$ cat src/rtl/rtxf_pkg.sv
`default_nettype none
package rtxf_pkg;

  localparam logic [15:0] LEN_ADD   = 16'd16;
  localparam logic [7:0]  FULL_KEEP = 8'hff;
  localparam int          TYPE_BITS = 8;

  // configuration register indexes
  localparam logic CFG_IDX_PORT = 1'b0;
  localparam logic CFG_IDX_TYPE = 1'b1;

  // request codes on req_type
  localparam logic [1:0] REQ_HDR  = 2'd0;
  localparam logic [1:0] REQ_SEQ  = 2'd1;
  localparam logic [1:0] REQ_BEAT = 2'd2;

  typedef enum logic [2:0] {
    K_TXHDR   = 3'd0,
    K_TXBEAT  = 3'd1,
    K_SEQREQ  = 3'd2,
    K_FINISH  = 3'd3,
    K_BUFBEAT = 3'd4,
    K_ROUTE   = 3'd5
  } kind_t;

  // which sequence of results one accepted item produces
  typedef enum logic [1:0] {
    RUN_SEQREQ = 2'd0,
    RUN_SESS0  = 2'd1,
    RUN_SEQRSP = 2'd2,
    RUN_BEAT   = 2'd3
  } run_t;

  typedef struct packed {
    logic [1:0]  req_type;
    logic [31:0] src_ip;
    logic [31:0] dest_ip;
    logic [15:0] src_udp_port;
    logic [15:0] dst_udp_port;
    logic [15:0] udp_length;
    logic [23:0] seq_number;
    logic [63:0] beat_data;
    logic [7:0]  beat_keep;
    logic        beat_last;
  } item_t;

  typedef struct packed {
    run_t        rtype;
    logic [2:0]  cnt;
    logic [31:0] src_ip;
    logic [31:0] dest_ip;
    logic [15:0] length;
    logic [63:0] data;
    logic [7:0]  keep;
    logic        last;
    logic [7:0]  slot;
  } run_desc_t;

  // replace bits [pos +: width] of word; bits above 63 are dropped
  function automatic logic [63:0] put_field(input logic [63:0] word, input int pos,
                                            input int width, input logic [63:0] val);
    logic [63:0] r;
    r = word;
    for (int b = 0; b < 64; b++) begin
      if (b >= pos && b < pos + width) begin
        r[b] = val[6'(b - pos)];
      end
    end
    return r;
  endfunction

  function automatic kind_t kind_at(input run_t rt, input logic [1:0] step);
    kind_t k;
    k = K_TXBEAT;
    case (rt)
      RUN_SEQREQ: k = K_SEQREQ;
      RUN_SESS0:  k = (step == 2'd0) ? K_TXHDR : K_TXBEAT;
      RUN_SEQRSP: begin
        case (step)
          2'd0:    k = K_TXHDR;
          2'd1:    k = K_ROUTE;
          2'd2:    k = K_TXBEAT;
          default: k = K_BUFBEAT;
        endcase
      end
      RUN_BEAT: begin
        case (step)
          2'd0:    k = K_TXBEAT;
          2'd1:    k = K_BUFBEAT;
          default: k = K_FINISH;
        endcase
      end
      default: k = K_TXBEAT;
    endcase
    return k;
  endfunction

endpackage
`default_nettype wire

$ cat src/rtl/rtxf_in_reg.sv
`default_nettype none
module rtxf_in_reg (
  input  wire logic           clk,
  input  wire logic           rst,
  input  wire logic           in_valid,
  output logic                in_ready,
  input  wire rtxf_pkg::item_t item,
  input  wire logic           take,
  output logic                hold_valid,
  output rtxf_pkg::item_t     hold
);
  import rtxf_pkg::*;

  assign in_ready = !hold_valid || take;

  always_ff @(posedge clk) begin
    if (rst) begin
      hold_valid <= 1'b0;
    end else if (in_valid && in_ready) begin
      hold_valid <= 1'b1;
    end else if (take) begin
      hold_valid <= 1'b0;
    end
  end

  always_ff @(posedge clk) begin
    if (in_valid && in_ready) begin
      hold <= item;
    end
  end

endmodule
`default_nettype wire

$ cat src/rtl/rtxf_proc.sv
`default_nettype none
module rtxf_proc #(
  parameter int SLOT_BITS     = 8,
  parameter int SEQ_BITS      = 24,
  parameter int SRC_SLOT_POS  = 8,
  parameter int DEST_SLOT_POS = 16,
  parameter int TYPE_POS      = 0,
  parameter int SEQ_POS       = 24
) (
  input  wire logic              clk,
  input  wire logic              rst,
  input  wire rtxf_pkg::item_t   hold,
  input  wire logic              fire,
  input  wire logic [7:0]        data_type_code,
  output rtxf_pkg::run_desc_t    desc,
  output logic                   desc_valid
);
  import rtxf_pkg::*;

  localparam logic [15:0] SLOT_MASK = 16'((17'd1 << SLOT_BITS) - 17'd1);

  typedef enum logic [1:0] {
    PH_HEADER  = 2'd0,
    PH_SEQ     = 2'd1,
    PH_PAYLOAD = 2'd2
  } phase_t;

  phase_t      phase, phase_next;
  logic [31:0] saved_src_ip, saved_src_ip_next;
  logic [31:0] saved_dest_ip, saved_dest_ip_next;
  logic [15:0] saved_length, saved_length_next;
  logic [63:0] word, word_next;
  logic        buffering_on, buffering_on_next;

  logic [63:0] word_hdr;
  logic [63:0] word_s0;
  logic [63:0] word_seq;
  logic [15:0] len_sum;
  logic [15:0] slot_full;

  assign len_sum   = hold.udp_length + LEN_ADD;
  assign slot_full = hold.src_udp_port & SLOT_MASK;

  always_comb begin
    word_hdr = put_field(word, SRC_SLOT_POS, SLOT_BITS, {48'd0, hold.src_udp_port});
    word_hdr = put_field(word_hdr, DEST_SLOT_POS, SLOT_BITS, {48'd0, hold.dst_udp_port});
    word_hdr = put_field(word_hdr, TYPE_POS, TYPE_BITS, {56'd0, data_type_code});
    word_s0  = put_field(word_hdr, SEQ_POS, SEQ_BITS, 64'd0);
    word_seq = put_field(word, SEQ_POS, SEQ_BITS, {40'd0, hold.seq_number});
  end

  always_comb begin
    phase_next         = phase;
    saved_src_ip_next  = saved_src_ip;
    saved_dest_ip_next = saved_dest_ip;
    saved_length_next  = saved_length;
    word_next          = word;
    buffering_on_next  = buffering_on;
    desc_valid         = 1'b0;
    desc               = '0;
    case (phase)
      PH_HEADER: begin
        if (hold.req_type == REQ_HDR) begin
          saved_src_ip_next  = hold.src_ip;
          saved_dest_ip_next = hold.dest_ip;
          saved_length_next  = len_sum;
          desc_valid         = 1'b1;
          if (hold.src_udp_port != 16'd0 && hold.dst_udp_port != 16'd0) begin
            word_next   = word_hdr;
            desc.rtype  = RUN_SEQREQ;
            desc.cnt    = 3'd1;
            desc.slot   = slot_full[7:0];
            phase_next  = PH_SEQ;
          end else begin
            // session 0: header goes out now, payload is not buffered
            word_next         = word_s0;
            desc.rtype        = RUN_SESS0;
            desc.cnt          = 3'd2;
            desc.src_ip       = hold.src_ip;
            desc.dest_ip      = hold.dest_ip;
            desc.length       = len_sum;
            desc.data         = word_s0;
            desc.keep         = FULL_KEEP;
            buffering_on_next = 1'b0;
            phase_next        = PH_PAYLOAD;
          end
        end
      end
      PH_SEQ: begin
        if (hold.req_type == REQ_SEQ) begin
          word_next         = word_seq;
          desc_valid        = 1'b1;
          desc.rtype        = RUN_SEQRSP;
          desc.cnt          = 3'd4;
          desc.src_ip       = saved_src_ip;
          desc.dest_ip      = saved_dest_ip;
          desc.length       = saved_length;
          desc.data         = word_seq;
          desc.keep         = FULL_KEEP;
          buffering_on_next = 1'b1;
          phase_next        = PH_PAYLOAD;
        end
      end
      PH_PAYLOAD: begin
        if (hold.req_type == REQ_BEAT) begin
          desc_valid = 1'b1;
          desc.rtype = RUN_BEAT;
          desc.data  = hold.beat_data;
          desc.keep  = hold.beat_keep;
          desc.last  = hold.beat_last;
          if (!buffering_on) begin
            desc.cnt = 3'd1;
          end else if (hold.beat_last) begin
            desc.cnt = 3'd3;
          end else begin
            desc.cnt = 3'd2;
          end
          if (hold.beat_last) begin
            buffering_on_next = 1'b1;
            phase_next        = PH_HEADER;
          end
        end
      end
      default: phase_next = PH_HEADER;
    endcase
  end

  always_ff @(posedge clk) begin
    if (rst) begin
      phase         <= PH_HEADER;
      saved_src_ip  <= '0;
      saved_dest_ip <= '0;
      saved_length  <= '0;
      word          <= '0;
      buffering_on  <= 1'b1;
    end else if (fire) begin
      phase         <= phase_next;
      saved_src_ip  <= saved_src_ip_next;
      saved_dest_ip <= saved_dest_ip_next;
      saved_length  <= saved_length_next;
      word          <= word_next;
      buffering_on  <= buffering_on_next;
    end
  end

endmodule
`default_nettype wire

$ cat src/rtl/rtxf_emit.sv
`default_nettype none
module rtxf_emit (
  input  wire logic                clk,
  input  wire logic                rst,
  input  wire logic                load,
  input  wire rtxf_pkg::run_desc_t desc,
  input  wire logic [15:0]         fixed_udp_port,
  output logic                     free,
  output logic                     out_valid,
  input  wire logic                out_ready,
  output logic [2:0]               out_kind,
  output logic [31:0]              hdr_src_ip,
  output logic [31:0]              hdr_dest_ip,
  output logic [15:0]              hdr_src_udp_port,
  output logic [15:0]              hdr_dst_udp_port,
  output logic [15:0]              hdr_length,
  output logic [63:0]              out_data,
  output logic [7:0]               out_keep,
  output logic                     out_beat_last,
  output logic [7:0]               slot_number,
  output logic                     last_of_run
);
  import rtxf_pkg::*;

  logic      active;
  logic [1:0] step;
  run_desc_t run;
  logic      last_step;
  kind_t     kind;

  assign last_step = ({1'b0, step} == run.cnt - 3'd1);
  assign free      = !active || (out_ready && last_step);
  assign out_valid = active;
  assign kind      = kind_at(run.rtype, step);

  always_ff @(posedge clk) begin
    if (rst) begin
      active <= 1'b0;
      step   <= 2'd0;
    end else if (load) begin
      active <= 1'b1;
      step   <= 2'd0;
    end else if (active && out_ready) begin
      if (last_step) begin
        active <= 1'b0;
      end else begin
        step <= step + 2'd1;
      end
    end
  end

  always_ff @(posedge clk) begin
    if (load) begin
      run <= desc;
    end
  end

  always_comb begin
    out_kind         = 3'(kind);
    hdr_src_ip       = '0;
    hdr_dest_ip      = '0;
    hdr_src_udp_port = '0;
    hdr_dst_udp_port = '0;
    hdr_length       = '0;
    out_data         = '0;
    out_keep         = '0;
    out_beat_last    = 1'b0;
    slot_number      = '0;
    last_of_run      = last_step;
    case (kind)
      K_TXHDR: begin
        hdr_src_ip       = run.src_ip;
        hdr_dest_ip      = run.dest_ip;
        hdr_src_udp_port = fixed_udp_port;
        hdr_dst_udp_port = fixed_udp_port;
        hdr_length       = run.length;
      end
      K_ROUTE: begin
        hdr_dest_ip = run.dest_ip;
        hdr_length  = run.length;
      end
      K_TXBEAT, K_BUFBEAT: begin
        out_data      = run.data;
        out_keep      = run.keep;
        out_beat_last = run.last;
      end
      K_SEQREQ: slot_number = run.slot;
      default: ;
    endcase
  end

endmodule
`default_nettype wire

$ cat src/rtl/reliable_tx_header_framer_unit.sv
// An accepted item passes through the input register, then the result register, before
// its first result shows.
// Throughput: one result per cycle while out_ready is high; an item that gives results
// gives 1 to 4 of them, so single-result payload beats stream at one per cycle likewise.
// Reset (rst, synchronous): waits for a user header, buffering on, header word
// and saved header cleared, both configuration registers zero.
`default_nettype none
module reliable_tx_header_framer_unit #(
  parameter int SLOT_BITS     = 8,
  parameter int SEQ_BITS      = 24,
  parameter int SRC_SLOT_POS  = 8,
  parameter int DEST_SLOT_POS = 16,
  parameter int TYPE_POS      = 0,
  parameter int SEQ_POS       = 24
) (
  input  wire logic        clk,
  input  wire logic        rst,
  input  wire logic        cfg_wr_en,
  input  wire logic        cfg_index,
  input  wire logic [15:0] cfg_data,
  input  wire logic        in_valid,
  output logic             in_ready,
  input  wire logic [1:0]  req_type,
  input  wire logic [31:0] src_ip,
  input  wire logic [31:0] dest_ip,
  input  wire logic [15:0] src_udp_port,
  input  wire logic [15:0] dst_udp_port,
  input  wire logic [15:0] udp_length,
  input  wire logic [23:0] seq_number,
  input  wire logic [63:0] beat_data,
  input  wire logic [7:0]  beat_keep,
  input  wire logic        beat_last,
  output logic             out_valid,
  input  wire logic        out_ready,
  output logic [2:0]       out_kind,
  output logic [31:0]      hdr_src_ip,
  output logic [31:0]      hdr_dest_ip,
  output logic [15:0]      hdr_src_udp_port,
  output logic [15:0]      hdr_dst_udp_port,
  output logic [15:0]      hdr_length,
  output logic [63:0]      out_data,
  output logic [7:0]       out_keep,
  output logic             out_beat_last,
  output logic [7:0]       slot_number,
  output logic             last_of_run
);
  import rtxf_pkg::*;

  logic [15:0] fixed_udp_port;
  logic [7:0]  data_type_code;
  item_t       item;
  item_t       hold;
  logic        hold_valid;
  logic        free;
  logic        fire;
  run_desc_t   desc;
  logic        desc_valid;

  always_ff @(posedge clk) begin
    if (rst) begin
      fixed_udp_port <= '0;
      data_type_code <= '0;
    end else if (cfg_wr_en) begin
      case (cfg_index)
        CFG_IDX_PORT: fixed_udp_port <= cfg_data;
        CFG_IDX_TYPE: data_type_code <= cfg_data[7:0];
        default: ;
      endcase
    end
  end

  always_comb begin
    item.req_type     = req_type;
    item.src_ip       = src_ip;
    item.dest_ip      = dest_ip;
    item.src_udp_port = src_udp_port;
    item.dst_udp_port = dst_udp_port;
    item.udp_length   = udp_length;
    item.seq_number   = seq_number;
    item.beat_data    = beat_data;
    item.beat_keep    = beat_keep;
    item.beat_last    = beat_last;
  end

  // the held item is consumed once the result register can take its run;
  // items of the wrong kind for the phase leave with no results
  assign fire = hold_valid && free;

  rtxf_in_reg u_in_reg (
    .clk        (clk),
    .rst        (rst),
    .in_valid   (in_valid),
    .in_ready   (in_ready),
    .item       (item),
    .take       (fire),
    .hold_valid (hold_valid),
    .hold       (hold)
  );

  rtxf_proc #(
    .SLOT_BITS     (SLOT_BITS),
    .SEQ_BITS      (SEQ_BITS),
    .SRC_SLOT_POS  (SRC_SLOT_POS),
    .DEST_SLOT_POS (DEST_SLOT_POS),
    .TYPE_POS      (TYPE_POS),
    .SEQ_POS       (SEQ_POS)
  ) u_proc (
    .clk            (clk),
    .rst            (rst),
    .hold           (hold),
    .fire           (fire),
    .data_type_code (data_type_code),
    .desc           (desc),
    .desc_valid     (desc_valid)
  );

  rtxf_emit u_emit (
    .clk              (clk),
    .rst              (rst),
    .load             (fire && desc_valid),
    .desc             (desc),
    .fixed_udp_port   (fixed_udp_port),
    .free             (free),
    .out_valid        (out_valid),
    .out_ready        (out_ready),
    .out_kind         (out_kind),
    .hdr_src_ip       (hdr_src_ip),
    .hdr_dest_ip      (hdr_dest_ip),
    .hdr_src_udp_port (hdr_src_udp_port),
    .hdr_dst_udp_port (hdr_dst_udp_port),
    .hdr_length       (hdr_length),
    .out_data         (out_data),
    .out_keep         (out_keep),
    .out_beat_last    (out_beat_last),
    .slot_number      (slot_number),
    .last_of_run      (last_of_run)
  );

endmodule
`default_nettype wire

$ cat config.mk
export PLATFORM = sky130hd
export DESIGN_NAME = reliable_tx_header_framer_unit
export DESIGN_NICKNAME = d
export VERILOG_FILES = /design/src/rtl/rtxf_pkg.sv /design/src/rtl/rtxf_in_reg.sv /design/src/rtl/rtxf_proc.sv /design/src/rtl/rtxf_emit.sv /design/src/rtl/reliable_tx_header_framer_unit.sv
export SDC_FILE = /design/constraint.sdc
export NUM_CORES = 1
export LEC_CHECK = 0
export BUFFER_PORTS_ARGS = -buffer_cell sky130_fd_sc_hd__buf_2
export CORE_UTILIZATION = 30
export CTS_BUF_LIST = sky130_fd_sc_hd__clkbuf_2 sky130_fd_sc_hd__clkbuf_4 sky130_fd_sc_hd__clkbuf_8
export CTS_CLUSTER_DIAMETER = 120
export CTS_CLUSTER_SIZE = 8
export DETAILED_ROUTE_END_ITERATION = 12
export RECOVER_POWER = 25
export SLEW_MARGIN = 20
export SYNTH_ARGS = -nofsm -noshare
export SYNTH_HDL_FRONTEND = slang
export SYNTH_SLANG_ARGS = --single-unit
export TNS_END_PERCENT = 50
$ cat constraint.sdc
create_clock -name clk -period 15.3 [get_ports clk]
set_clock_uncertainty 0.05 [all_clocks]
set_input_delay 0.765 -clock clk [delete_from_list [all_inputs] [get_ports clk]]
set_output_delay 0.765 -clock clk [all_outputs]
set_load 0.005 [all_outputs]
Word-level counts from Yosys, hierarchy flattened
Cells that the tools add are included.
{"block": "word_totals", "reg_bits": 512, "output_inout_bits": 199, "word_cells": 135}
{"block": "classes", "n_addsub": 3, "eq_ne": 19, "n_mux": 46, "n_bitwise": 3, "reduce_logical": 34}
{"operator": "case mux 72 bit (3 select lines)", "count": 1}
{"operator": "case mux 80 bit (2 select lines)", "count": 1}
{"operator": "two-way mux 157 bit", "count": 1}
{"operator": "two-way mux 156 bit", "count": 1}
{"operator": "two-way mux 152 bit", "count": 1}
{"operator": "two-way mux 73 bit", "count": 1}
{"operator": "two-way mux 32 bit", "count": 2}
{"operator": "two-way mux 64 bit", "count": 1}
{"operator": "case mux 24 bit (2 select lines)", "count": 1}
{"operator": "two-way mux 16 bit", "count": 2}
{"operator": "nonzero test 16 bit", "count": 2}
{"operator": "two-way mux 24 bit", "count": 1}
{"operator": "adder 16 x 5 -> 16 bit, second input constant", "count": 1}
{"operator": "two-way mux 1 bit", "count": 16}
{"operator": "two-way mux 8 bit", "count": 2}
{"operator": "case mux 5 bit (3 select lines)", "count": 1}
{"operator": "case mux 3 bit (4 select lines)", "count": 1}
{"operator": "equality test 2 bit, second input constant", "count": 5}
{"operator": "two-way mux 2 bit", "count": 5}
{"operator": "AND reduction 2 bit", "count": 5}
{"operator": "case mux 3 bit (3 select lines)", "count": 1}
{"operator": "equality test 2 x 1 -> 1 bit, second input constant", "count": 4}
{"operator": "zero test 2 bit", "count": 4}
{"operator": "AND reduction 7 bit", "count": 1}
{"operator": "25 further kinds", "count": 44}

Longest topological paths before layout
{"block": "depth", "depth_word": 8, "ltp_mapped": 10, "ltp_nobuf": 7}

Modules after synthesis
From an unflattened synthesis, not the netlist that was laid out.
{"block": "hier_totals", "hier_cells": 1522, "hier_area_um2": 20046.7}
{"mod": "rtxf_emit", "instances": 1, "cells_per_inst": 437, "area_per_inst_um2": 6822.8, "seq_area_each_um2": 5044.8}
{"mod": "rtxf_in_reg", "instances": 1, "cells_per_inst": 216, "area_per_inst_um2": 6391.1, "seq_area_each_um2": 6356.1}
{"mod": "rtxf_proc", "instances": 1, "cells_per_inst": 769, "area_per_inst_um2": 5775.5, "seq_area_each_um2": 2142.1}
{"mod": "reliable_tx_header_framer_unit", "instances": 1, "cells_per_inst": 100, "area_per_inst_um2": 1057.3, "seq_area_each_um2": 480.5}

Worst setup path before layout
No wires, ideal clock.
{"block": "synth_path", "kind": "input to register", "startpoint": "in out_ready", "endpoint": "reg, netlist name u_in_reg.hold[0]", "setup_time_ns": 0.853, "arrival_time_ns": 11.548, "t_required_ns": 14.397, "path_slack_ns": 2.849, "cell_stages": 4, "n_path_buf": 0, "path_cell_list": "inv_1 > o41ai_4 > inv_1 > a21oi_1"}
{"block": "synth_between", "elab_chain_cells": 5}
{"element": "start, declared", "line": "reliable_tx_header_framer_unit.sv:34", "rtl": "input wire logic out_ready,"}
{"element": "logical AND 1 bit", "line": "rtxf_emit.sv:32", "rtl": "assign free = !active || (out_ready && last_step);"}
{"element": "logical OR 1 bit", "line": "rtxf_emit.sv:32"}
{"element": "logical AND 1 bit", "line": "reliable_tx_header_framer_unit.sv:87", "rtl": "assign fire = hold_valid && free;"}
{"element": "logical OR 1 bit", "line": "rtxf_in_reg.sv:14", "rtl": "assign in_ready = !hold_valid || take;"}
{"element": "logical AND 1 bit", "line": "rtxf_in_reg.sv:27", "rtl": "if (in_valid && in_ready) begin"}
No other way between the ends.
A chain may end at the register's enable or synchronous reset.

==> results summary <==
The flow ran to the end, but the final reports show violations. The final reports fail on max-capacitance violations, max-slew violations. The final count of hold timing violations was 0. The routed design has between 50 and 60 mm of wire. The tree is rooted in a sky130_fd_sc_hd__clkbuf_8.

Yosys printed 0 warnings. Setup repair after global routing left no endpoint under its margin. The number of antenna violations at the first check in global routing was 7.

The slowest cell on the critical path is sky130_fd_sc_hd__clkbuf_1. In this run the horizontal extent of the chip is 258 µm. The ratio of routed vias to standard cells came out at 4.61. The placeable core region came out at 64600 µm².

The initial utilization of the core area, before any placement, comes to 0.304. The worst setup path is captured at a register. In this run, post-CTS hold repair placed 0 buffers.

The insertion delay of the later-clocked pin in the worst-skew pair came out at 640 ps. The number of setup buffers added after CTS is 0. The power density normalized to cell area came out at 118 nW/µm². Summing all multi-input logic gate instances after layout gives 5090 µm².

The overall power is 0.00285 W. The classification of the worst setup path is reg2reg. The setup TNS is 0 ps. The number of remaining DRC errors came out at 0. The layout-stage area growth over the synthesis result came out at 22.4%. The number of cells produced by synthesis came out at 1498. The required time reported for the critical path endpoint came out at 15700 ps.

The final critical-path required period came out at 4240 ps. The H-tree depth came out at 3. The mean cell area of the mapped netlist came out at 13.1 µm².

The number of nets in the final layout is 2157. The total congestion overflow came out at 0. In the final layout, the share of cells above drive strength 1 is 0.287. Traced cell by cell, the critical path runs through ha_1, nor2_1, clkbuf_1, a22oi_1, o21ai_0. The post-synthesis cell area is 19600 µm².

After filler insertion, the fill cell instance count of the layout stands at 6288. The share of total power dissipated in the clock network is 0.391. The share of power burned in combinational logic is 0.056. The number of synthesized flops with an enable pin came out at 377.

The share of power burned in registers is 0.553. The internal power component is 0.00221 W. The count of nets left with antenna violations once routing finished came out at 0. The number of design-rule violations left by the first detailed-router iteration came out at roughly 820. The proportion of total power due to net switching came out at 0.224. TritonCTS built the clock tree.

After clock tree synthesis, the clock-pin slew on the worst setup and hold paths is 70 ps. The count of input and output buffers came out at 431. The largest fanout on the critical path came out at 64.

The critical path arrival is 4640 ps. The library cell used most frequently in the layout, excluding fill and tap cells, is sky130_fd_sc_hd__buf_2. The library cells used most frequently in the layout, excluding fill and tap cells, are 402 x sky130_fd_sc_hd__buf_2, 377 x sky130_fd_sc_hd__edfxtp_1, 217 x sky130_fd_sc_hd__nand2_1.

The worst-margin pin slew is roughly 3400 ps. The portion of the clock cycle consumed by the worst path in the final layout came out at 0.277. For this run, the leading register cell type out of synthesis is sky130_fd_sc_hd__edfxtp_1. The leakage power figure is 9.17 nW. The startpoint class of the critical path is a register. The number of nets handed over by synthesis was 1743. The number of maximum-capacitance constraint violations is 3. The global placer's final weighted congestion is 0.768. In this run the power spent charging and discharging nets is 0.000639 W. The count of vias placed by the detailed router came out at 13100. The number of max-slew violations in the final report came to roughly 170. Headroom to the max-slew limit came out at -1.26.

The total half-perimeter wirelength after legalization and detailed placement is 34.5 mm. The floorplan die height came out at roughly 260 µm. VDD sags by at most ~0.061 mV. Entering global routing, the biggest net connects 88 pins. The via count of the first global-routing pass came out at 13300.

The number of placed I/O pins is 432. In the final routed layout, each cell accounts on average for around 19 µm. The post-synthesis register bit count is 512. The delay of the slowest cell on the worst path came out at 2420 ps. The first global-routing pass estimated 78.5 mm of wire. The post-route core utilization came out at 0.372. The share of flip-flops with an asynchronous set or reset after synthesis is 0.

The first-pass iteration count of the detailed router is 5. Setup violations remaining at the end of the flow were counted as 0. Summing all flip-flop and latch instances after layout gives about 14000 µm².

The area of the die is 66500 µm². In this run the core area contains 93 standard-cell rows. In this run, CTS created clock tree buffers numbering 73. The clock passes through at most 3 buffers.

The synthesized netlist contains 44 unique library cells. The class of the worst hold path is in2reg. For this run, the total global-route usage over all layers was measured as 0.155. The sequential fraction of the synthesis area came out at 0.714.

Static timing analysis puts the maximum clock frequency at 0.236 GHz. Once the clock tree was built, the resizer swapped 0 gates to a different size. The count of clock tree sinks is 512.
through the flow:
| stage | setup WS (ps) | hold WS (ps) | area, µm² | instances |
|---|---|---|---|---|
| 6_report | 11060 | 248 | 24000 | 2835 |
| 5_1_grt | 10620 | 169 | 24000 | 2832 |
| 4_1_cts | 11150 | 169 | 24100 | 2828 |
| 3_5_place_dp | 11200 | 393 | 22600 | 2692 |
| 3_3_place_gp | 11320 | 391 | 22600 | 2692 |
| 2_1_floorplan | 2850 | 382 | 19600 | 1498 |
kinds of logic after synthesis:
logic type      count (synthesis)  synth area share
fa+ha+maj                      12           0.00765
compound gates                270            0.0950
buf+inv                       133            0.0302
flops                         512             0.714
xor+xnor                       15           0.00669
simple gates                  529             0.133
mux                            27            0.0138
final timing paths:
kind / startpoint / to / slack [ps] / cells past startpoint
max reg2reg: u_proc.phase[0] / u_emit.run[37] / 11060 / 5
max: u_proc.phase[0] / u_emit.run[37] / 11060 / 5
min: beat_data[56] / u_in_reg.hold[65] / 250 / 1
min reg2reg: fixed_udp_port[7] / fixed_udp_port[7] / 400 / 2
power by group through the flow:
stage / clock network, W / registers (W) / logic (W)
finish: 0.00111 / 0.00157 / 0.000160
global route: 0.00121 / 0.00158 / 0.000177
CTS: 0.00116 / 0.00157 / 0.000164
detailed placement: 0 / 0.00160 / 0.000164
global placement: 0 / 0.00160 / 0.000161
floorplan: 0 / 0.00161 / 0.0000805
metal layers:
metal / routed length (µm) / vias to the layer above / track usage / part of all wire
met5: 13 / - / 0 / 0.00025
met4: 1390 / 2 / 0.0602 / 0.026
met3: 2980 / 99 / 0.0373 / 0.056
met2: 27600 / 416 / 0.276 / 0.52
met1: 20800 / 6363 / 0.180 / 0.39
li1: - / 6189 / - / -
critical path: cells and delay by family, from the launching register on:
kind | cells | cell delay, ps
simple gates | 1 | 280
buf+inv | 1 | 2420
compound gates | 2 | 470
flops | 1 | 360
fa+ha+maj | 1 | 460
state kept, by name, summed over array words and instances (netlist names):
name,flops
u_emit.run,166
u_emit.out_valid,1
fixed_udp_port,16
u_in_reg.hold_valid,1
data_type_code,8
u_emit.step,2
u_proc.saved_dest_ip,32
u_in_reg.hold,211
u_proc.saved_src_ip,32
u_proc.buffering_on,1
u_proc.word,24
u_proc.phase,2
u_proc.saved_length,16
area by class of cell:
| class | count | area share |
|---|---|---|
| tap | 855 | 0.0445 |
| timing repair buffer | 446 | 0.0928 |
| inverter | 26 | 0.00406 |
| clock inverter | 5 | 0.00182 |
| multi-input combinational | 853 | 0.212 |
| sequential | 512 | 0.584 |
| antenna | 7 | 0.000729 |
| clock buffer | 131 | 0.0605 |
cell usage after synthesis (2+ instances only):
cell / instances / area share
sky130_fd_sc_hd__nor2_1: 59 / 0.011
sky130_fd_sc_hd__nor2b_1: 52 / 0.017
sky130_fd_sc_hd__a21oi_1: 104 / 0.027
sky130_fd_sc_hd__a22oi_1: 15 / 0.0057
sky130_fd_sc_hd__inv_1: 26 / 0.0050
sky130_fd_sc_hd__ha_1: 12 / 0.0076
sky130_fd_sc_hd__buf_1: 3 / 0.00057
sky130_fd_sc_hd__nand4_1: 5 / 0.0016
sky130_fd_sc_hd__clkbuf_1: 73 / 0.014
sky130_fd_sc_hd__buf_6: 2 / 0.0011
sky130_fd_sc_hd__and3_1: 2 / 0.00064
sky130_fd_sc_hd__o21ai_0: 27 / 0.0069
sky130_fd_sc_hd__dfxtp_1: 135 / 0.14
sky130_fd_sc_hd__xor2_1: 7 / 0.0031
sky130_fd_sc_hd__nor3_1: 12 / 0.0031
sky130_fd_sc_hd__buf_4: 17 / 0.0065
sky130_fd_sc_hd__edfxtp_1: 377 / 0.58
sky130_fd_sc_hd__nand2b_1: 2 / 0.00064
sky130_fd_sc_hd__or2_2: 2 / 0.00064
sky130_fd_sc_hd__and4_1: 2 / 0.00089
sky130_fd_sc_hd__a211oi_1: 11 / 0.0042
sky130_fd_sc_hd__and2_1: 151 / 0.048
sky130_fd_sc_hd__nor4_1: 8 / 0.0025
sky130_fd_sc_hd__mux2i_1: 26 / 0.013
sky130_fd_sc_hd__nand3_1: 13 / 0.0033
sky130_fd_sc_hd__xnor2_1: 8 / 0.0036
sky130_fd_sc_hd__buf_2: 10 / 0.0025
sky130_fd_sc_hd__nor3b_1: 2 / 0.00076
sky130_fd_sc_hd__nand2_1: 217 / 0.041
sky130_fd_sc_hd__a22o_1: 95 / 0.042
sky130_fd_sc_hd__clkbuf_2: 2 / 0.00051
sky130_fd_sc_hd__a222oi_1: 9 / 0.0046
Note: power is estimated with default switching activity, not from simulation.
